[config.mk]
export PLATFORM = sky130hd
export DESIGN_NAME = swrms_ctrl
export DESIGN_NICKNAME = d
export VERILOG_FILES = /design/src/sv/swrms_pkg.sv /design/src/sv/swrms_ctrl.sv
export SDC_FILE = /design/constraint.sdc
export NUM_CORES = 1
export LEC_CHECK = 0
export ABC_AREA = 0
export BUFFER_PORTS_ARGS = -buffer_cell sky130_fd_sc_hd__clkbuf_2
export CORE_AREA = 2 2 41 43
export CTS_CLUSTER_DIAMETER = 30
export DETAILED_ROUTE_END_ITERATION = 8
export DIE_AREA = 0 0 43 45
export PLACE_DENSITY_LB_ADDON = 0.3
export SLEW_MARGIN = 30
export SYNTH_ARGS = -nofsm -noshare
export SYNTH_HDL_FRONTEND = slang
export SYNTH_SLANG_ARGS = --single-unit
[constraint.sdc]
create_clock -name clk -period 1.8 [get_ports clk]
set_clock_uncertainty 0.05 [all_clocks]
set_input_delay 0.45 -clock clk [delete_from_list [all_inputs] [get_ports clk]]
set_output_delay 0.45 -clock clk [all_outputs]
set_load 0.005 [all_outputs]
[src/sv/swrms_pkg.sv]
// Shared definitions for the sliding-window RMS level meter.
// Holds fixed output sizes, the divider radix and the controller command struct.
// No dependencies; used by swrms_ctrl, swrms_dp and sliding_window_rms_top.
package swrms_pkg;

	// The result is 24 bits wide and saturates at all ones.
	localparam int OUT_W = 24;
	localparam logic [OUT_W-1:0] OUT_MAX = 24'hFFFFFF;

	// The mean square is scaled by 2^16 so that the root carries 8 fraction bits.
	localparam int FRAC_BITS = 16;

	// Quotient bits that the divider retires in each cycle.
	localparam int DIV_STEP = 4;

	// Commands from the controller to the datapath, at most one per cycle.
	typedef struct packed {
		logic take;      // capture the incoming sample
		logic rd;        // read the oldest entry, write the new sample, square the new sample
		logic sq;        // square the entry that leaves the window
		logic sum;       // update the running sum and the ring index
		logic div_ld;    // load the divider with the scaled sum
		logic div_step;  // one divider step
		logic root_ld;   // load the root unit with the quotient
		logic root_step; // one root bit
		logic out_ld;    // move the saturated root to the output register
	} cmd_t;

endpackage

[src/sv/swrms_ctrl.sv]
// Controller for the sliding-window RMS level meter.
// Sequences one request through the datapath and owns the stream handshakes.
// Depends on swrms_pkg.
module swrms_ctrl #(
	parameter int DIV_CYCLES  = 15,
	parameter int ROOT_CYCLES = 24
) (
	input  logic             clk,
	input  logic             arst_n,
	input  logic             s_tvalid,
	output logic             s_tready,
	output logic             m_tvalid,
	input  logic             m_tready,
	output swrms_pkg::cmd_t  cmd
);

	localparam int CNT_MAX = (DIV_CYCLES > ROOT_CYCLES) ? DIV_CYCLES : ROOT_CYCLES;
	localparam int CNTW    = (CNT_MAX > 1) ? $clog2(CNT_MAX) : 1;

	localparam logic [3:0] ST_IDLE = 4'd0;
	localparam logic [3:0] ST_RD   = 4'd1;
	localparam logic [3:0] ST_SQ   = 4'd2;
	localparam logic [3:0] ST_SUM  = 4'd3;
	localparam logic [3:0] ST_DLD  = 4'd4;
	localparam logic [3:0] ST_DIV  = 4'd5;
	localparam logic [3:0] ST_SLD  = 4'd6;
	localparam logic [3:0] ST_ROOT = 4'd7;
	localparam logic [3:0] ST_DONE = 4'd8;

	logic [3:0]      state_q;
	logic [CNTW-1:0] cnt_q;
	logic            out_valid_q;

	// A new request is taken only while no request is in the datapath.
	assign s_tready = (state_q == ST_IDLE);
	assign m_tvalid = out_valid_q;

	// Command decode from the current state.
	always_comb begin
		cmd = '0;
		case (state_q)
			ST_IDLE: cmd.take      = s_tvalid;
			ST_RD:   cmd.rd        = 1'b1;
			ST_SQ:   cmd.sq        = 1'b1;
			ST_SUM:  cmd.sum       = 1'b1;
			ST_DLD:  cmd.div_ld    = 1'b1;
			ST_DIV:  cmd.div_step  = 1'b1;
			ST_SLD:  cmd.root_ld   = 1'b1;
			ST_ROOT: cmd.root_step = 1'b1;
			ST_DONE: cmd.out_ld    = !out_valid_q || m_tready;
			default: cmd = '0;
		endcase
	end

	// State sequence and iteration counter.
	always_ff @(posedge clk or negedge arst_n) begin
		if (!arst_n) begin
			state_q <= ST_IDLE;
			cnt_q   <= '0;
		end else begin
			case (state_q)
				ST_IDLE: begin
					if (s_tvalid) state_q <= ST_RD;
				end
				ST_RD:   state_q <= ST_SQ;
				ST_SQ:   state_q <= ST_SUM;
				ST_SUM:  state_q <= ST_DLD;
				ST_DLD: begin
					cnt_q   <= CNTW'(DIV_CYCLES - 1);
					state_q <= ST_DIV;
				end
				ST_DIV: begin
					if (cnt_q == '0) begin
						state_q <= ST_SLD;
					end else begin
						cnt_q <= cnt_q - 1'b1;
					end
				end
				ST_SLD: begin
					cnt_q   <= CNTW'(ROOT_CYCLES - 1);
					state_q <= ST_ROOT;
				end
				ST_ROOT: begin
					if (cnt_q == '0) begin
						state_q <= ST_DONE;
					end else begin
						cnt_q <= cnt_q - 1'b1;
					end
				end
				ST_DONE: begin
					if (!out_valid_q || m_tready) state_q <= ST_IDLE;
				end
				default: state_q <= ST_IDLE;
			endcase
		end
	end

	// Output valid: set when a result is loaded, cleared when it is taken.
	always_ff @(posedge clk or negedge arst_n) begin
		if (!arst_n) begin
			out_valid_q <= 1'b0;
		end else if (cmd.out_ld) begin
			out_valid_q <= 1'b1;
		end else if (m_tready) begin
			out_valid_q <= 1'b0;
		end
	end

`ifndef SYNTH
	a_cmd_onehot: assert property (@(posedge clk) disable iff (!arst_n)
		$onehot0(cmd))
		else $error("more than one datapath command in a cycle");

	a_accept_starts: assert property (@(posedge clk) disable iff (!arst_n)
		(s_tvalid && s_tready) |=> (state_q == ST_RD))
		else $error("accepted request did not start the read");

	a_div_exit: assert property (@(posedge clk) disable iff (!arst_n)
		(state_q == ST_DIV && cnt_q == '0) |=> (state_q == ST_SLD))
		else $error("divider did not hand over to the root unit");

	a_root_count: assert property (@(posedge clk) disable iff (!arst_n)
		(state_q == ST_ROOT) |-> (cnt_q <= CNTW'(ROOT_CYCLES - 1)))
		else $error("root counter out of range");

	a_out_shown: assert property (@(posedge clk) disable iff (!arst_n)
		cmd.out_ld |=> m_tvalid)
		else $error("loaded result not presented");
`endif

endmodule

# Word-level counts from Yosys, hierarchy flattened
# Index checks and enable logic that the tools add are counted.
dict set report word_totals {
  latchBits 0
  output_inout_bits 11
  elab_cells 44
  register_bits 10
  mem_count 0
  mem_bits_rw 0
  mem_bits_ro 0
  input_bits 4
}
dict set report classes {
  mul 0
  div 0
  mux 18
  n_bitwise 0
  shift 0
  n_eq_ne 13
  n_addsub 1
  order_cmp 0
  n_reduce_logical 9
}
# op count
set op_table {}
lappend op_table {{one-hot mux 4 bit (9 select lines)} 1}
lappend op_table {{equality test 4 x 3 -> 1 bit, second input constant} 4}
lappend op_table {{2-to-1 mux 4 bit} 4}
lappend op_table {{one-hot mux 5 bit (3 select lines)} 1}
lappend op_table {{2-to-1 mux 1 bit} 11}
lappend op_table {{!= test 2 bit, second input constant} 5}
lappend op_table {{equality test 4 x 2 -> 1 bit, second input constant} 2}
lappend op_table {{zero test 5 bit} 1}
lappend op_table {{2-to-1 mux 5 bit} 1}
lappend op_table {{subtractor 5 x 1 -> 5 bit, second input constant} 1}
lappend op_table {{equality test 4 x 1 -> 1 bit, second input constant} 1}
lappend op_table {{equality test 4 bit, second input constant} 1}
lappend op_table {{zero test 4 bit} 1}
lappend op_table {{AND reduction 4 bit} 1}
lappend op_table {{nonzero test 3 bit} 1}
lappend op_table {{AND reduction 2 bit} 1}
lappend op_table {{nonzero test 2 bit} 1}
lappend op_table {{OR reduction 2 bit} 1}
lappend op_table {{zero test 1 bit} 1}
lappend op_table {{logical OR 1 bit} 1}

# Depth between registers and ports, before layout
dict set report depth {
  depth_word 4
  ltp_mapped 6
  mapped_depth_nobuf 5
}

# Least setup slack after synthesis
# OpenSTA, ideal clock, no wires.
dict set report synth_timing {
  path_type {register -> register}
  start {register cnt_q[0]}
  end {register state_q[1]}
  required_ns 1.611
  path_stages_with_launch 6
  t_arrival_ns 1.727
  path_buffers 0
  setup_slack_ns -0.116
  setup_ns 0.139
  synth_period_minus_slack_ns 1.916
  cell_sequence {dfrtp_1 inv_1 ha_1 or4b_1 and4b_1 or4_1}
}
dict set report synth_between {
  elab_chain_cells 3
  word_cells_on_any_way 4
  classes_between {eq/ne: 2; reduce/logical: 2}
}
# element line_no
set synth_lines {}
lappend synth_lines {{start: declaration} swrms_ctrl.sv:31} ;# logic [CNTW-1:0] cnt_q;
lappend synth_lines {{start signal: assignment} swrms_ctrl.sv:69} ;# cnt_q <= CNTW'(DIV_CYCLES - 1);
lappend synth_lines {{start signal: assignment} swrms_ctrl.sv:76} ;# cnt_q <= cnt_q - 1'b1;
lappend synth_lines {{start signal: assignment} swrms_ctrl.sv:80} ;# cnt_q <= CNTW'(ROOT_CYCLES - 1);
lappend synth_lines {{zero test 5 bit *} {swrms_ctrl.sv:73, swrms_ctrl.sv:84}}
lappend synth_lines {{!= test 2 bit (no line)} n/a}
lappend synth_lines {{AND reduction 4 bit (no line) *} n/a}
lappend synth_lines {{end signal: assignment} swrms_ctrl.sv:74} ;# state_q <= ST_SLD;
lappend synth_lines {{end signal: assignment} swrms_ctrl.sv:85} ;# state_q <= ST_DONE;
lappend synth_lines {{end signal: assignment} swrms_ctrl.sv:91} ;# if (!out_valid_q || m_tready) state_q <= ST_IDLE;
lappend synth_lines {{end: declaration} swrms_ctrl.sv:30} ;# logic [3:0] state_q;
# Every way passes the cells marked *; elsewhere a longest branch is shown, timed or not.
# A chain may end at the register's enable or synchronous reset.

==> metrics.md <==
| Metric | Value |
|---|---|
| Fin nets | `between 100 and 150` |
| Worst-path fanout max | `7` |
| Power Dens Cells | `between 1500 and 2000 nW/um^2` |
| IO buf count | `14` |
| Met2 usage | `0.3152` |
| Post-Route WL | `1782 microns` |
| Post-DP HPWL | `roughly 1200 microns` |
| Clock Latency Late Sink | `~0.27 ns` |
| Synthesis Warnings | `0` |
| Initial Utilization | `0.4235` |
| Fillers | `118` |
| Switching power | `628.3 uW` |
| Crit start category | `flip-flop` |
| Commonest non-fill, non-tap cell in the layout | `buf_4` |
| Clk slew on worst S/H paths | `0.07 ns` |
| Post-Layout Cell Count | `118` |
| Most frequent cells in the layout | `16 x buf_4, 13 x clkbuf_2, 6 x dfrtp_1` |
| Root buffer cell | `clkbuf_4` |
| Share of total power in sequential cells | `0.297` |
| Worst-case vdd ir drop | `roughly 0.8 mV` |
| Global-route wire length before repair | `2794 microns` |
| Vias per cell | `5.703` |
| Post-DR wirelength/cell | `15.10 microns` |
| Worst slew margin | `0.7593` |
| Final Hold Viols | `0` |
| Reg-to-Reg Start | `cnt_q[0]$_DFFE_PN0P_` |
| Hold WC Path Type | `in2reg` |
| Antenna violations before repair | `0` |
| Share of layout cells above drive strength 1 | `0.5098` |
| Slew @ Worst Pin | `between 0.3 and 0.4 ns` |
| Lkg Pwr | `0.0004398 uW` |
| GP Congestion | `0.8631` |
| Horiz. Die Dim | `43 microns` |
| RSZ-0062 raised after global routing | `true` |
| Total iterations of the first detailed-routing run | `4` |
| Power Internal | `911.6 uW` |
| Vias in the first global route | `approximately 640` |
| CP Cell Sequence | `nor4_4 > and2_1 > clkbuf_2` |
| Fin Setup TNS | `-0.02709 ns` |
| Chip Height | `45 microns` |
| Final WS setup | `-0.02162 ns` |
| Status | `finished with violations` |
| Max clock buf depth | `2` |
| Detailed-route via count | `about 670` |
| ANT cells | `0` |
| Tcrit/Tclk final | `1.012` |
| Max H-tree Level | `1` |
| Largest delay share family, worst path | `flip-flops` |
| Largest net degree at the start of global routing | `14` |
| F_max | `549.0 MHz` |
| Crit path from | `state_q[0]$_DFFE_PN0P_` |
| Total grt overflow | `0` |
| Data required, critical path | `around 1.3 ns` |
| Gate power share | `0.606` |
| Placed insts | `between 100 and 150` |
| Gr busiest metal | `met2` |
| Clock share of power | `0.097` |
| WP data arrival | `1.32 ns` |
| Max-Cap Viols | `0` |
| Switch share | `0.4080` |
| Crit end category | `primary output` |
| #FFs+latches synth | `10` |
| Synthesis-to-finish area growth | `51.20%` |
| Syn Inst Count | `72` |
| Final setup viols | `2` |
| Post-synthesis sequential area ratio | `0.4016` |
| Failing checks | `negative setup slack` |
| Die area | `1935 sq um` |
| # IOs | `15` |
| Cell variety after synth | `29` |
| Antenna-violating nets left | `0` |
| Final Max Slew Viols | `0` |
| Slowest stage delay, CP | `roughly 0.47 ns` |
| Syn_nets | `78` |
| Hold_sp | `m_tready` |
| Setup Crit Path Kind | `reg2out` |
| GRT Util Overall | `0.2017` |
| Core area | `roughly 1500 sq um` |
| GRT met3 Usage | `0.06400` |
| Syn Area/Cell | `8.654 sq um` |
| Drc violations | `0` |
| Met1 Use GR | `0.2532` |
| Synth Cell Area | `around 620 sq um` |
| Slowest CP cell | `dfrtp_2` |
| CTS sink cnt | `10` |
| Fin crit period | `roughly 1.8 ns` |
| Rows | `14` |
| Total CTS buffers | `3` |
| Iter 0 DRT Violations | `23` |
| CTS tree | `done` |
| CP bufs+invs | `1` |
## state kept, by name (all words and copies together) (netlist names)
name,flops
cnt_q,5
m_tvalid,1
state_q,4
## worst paths after layout
check	end	slack, ns	depth (start not counted)
hold / removal	m_tvalid$_DFFE_PN0P_	0.46	3
min in group asynchronous	cnt_q[3]$_DFFE_PN0P_	0.54	2
setup reg to reg	state_q[1]$_DFFE_PN0P_	0.01	5
max in group asynchronous	state_q[3]$_DFFE_PN0P_	0.91	2
setup / recovery	cmd[8]	-0.02	3
hold reg to reg	m_tvalid$_DFFE_PN0P_	0.48	2
## cells by family after synthesis
| group | synth area share |
|---|---|
| simple gates | 0.3173 |
| compound gates | 0.1807 |
| buf+inv | 0.06023 |
| flops | 0.4016 |
| fa+ha+maj | 0.04015 |
## power by group through the flow
| stage | Clock (uW) | Sequential (uW) | Combinational, uW |
|---|---|---|---|
| floorplan | 0 | 389 | 479 |
| finish | 149 | 458 | 933 |
| global placement | 0 | 432 | 715 |
| global route | 170 | 470 | 1030 |
| CTS | 153 | 438 | 809 |
| detailed placement | 0 | 434 | 742 |
## synth_stat cells
library cell,n,area [sq um]
a21oi_1,2,10.01
a221o_1,1,10.01
a2bb2oi_1,2,17.52
a31oi_1,3,18.77
a32o_1,1,10.01
and2_1,1,6.260
and4b_1,1,10.01
clkbuf_1,6,22.52
dfrtp_1,10,250.2
ha_1,2,25.02
inv_1,4,15.01
nand2_1,4,15.01
nand2b_1,4,25.02
nand3_1,1,5.000
nand3b_1,1,7.510
nand4_1,1,6.260
nor2_1,7,26.28
nor2b_1,2,12.51
nor3_1,6,30.03
nor4_1,3,18.77
nor4b_1,1,8.760
o21ai_0,2,10.01
o2bb2ai_1,1,8.760
o311a_1,1,10.01
o31a_1,1,8.760
o32ai_1,1,8.760
or3b_2,1,8.760
or4_1,1,7.510
or4b_1,1,10.01
## metal layers
layer	wire, microns	vias to the layer above
li1	-	324
met2	860	21
met3	97	4
met1	797	324
met5	0	-
met4	27	0
## metrics by stage
stage               power, uW  instance area (sq um)  setup slack [ns]  hold WS, ns  utilization
floorplan               868.1                  625.6          0.009209       0.1044            -
global placement         1147                  775.7           0.01050       0.2862       0.5272
detailed placement       1176                  775.7         -0.009641       0.2815       0.5272
CTS                      1400                  857.1          0.002328       0.4453       0.5825
global route             1670                  942.2          -0.09232       0.4616       0.6403
finish                   1540                  942.2          -0.02162       0.4551       0.6403
## what timing repair did
item                                    CTS  global route
resized for setup                         9            12
pin swaps                                 1             4
hold endpoints to repair                  5             0
endpoints found under the setup margin    7             9
buffers inserted                          2             5
cloned                                    0             0
hold buffers                              1             0
## worst reg2reg max path: cells and delay by family (launching register included)
family | cells | cell delay [ns]
simple gates | 3 | 1.02
buf+inv | 1 | 0.10
flops | 1 | 0.38
fa+ha+maj | 1 | 0.13
## final cells by class
class / instances / area [sq um] / share of cell area
Clock buffer: 3 / 22.52 / 0.02390
Timing Repair Buffer: 33 / 222.7 / 0.2364
Inverter: 4 / 15.01 / 0.01594
Sequential cell: 10 / 255.2 / 0.2709
Tap cell: 16 / 20.02 / 0.02125
Multi-Input combinational cell: 52 / 406.6 / 0.4316
(Power assumes the default switching activity.)
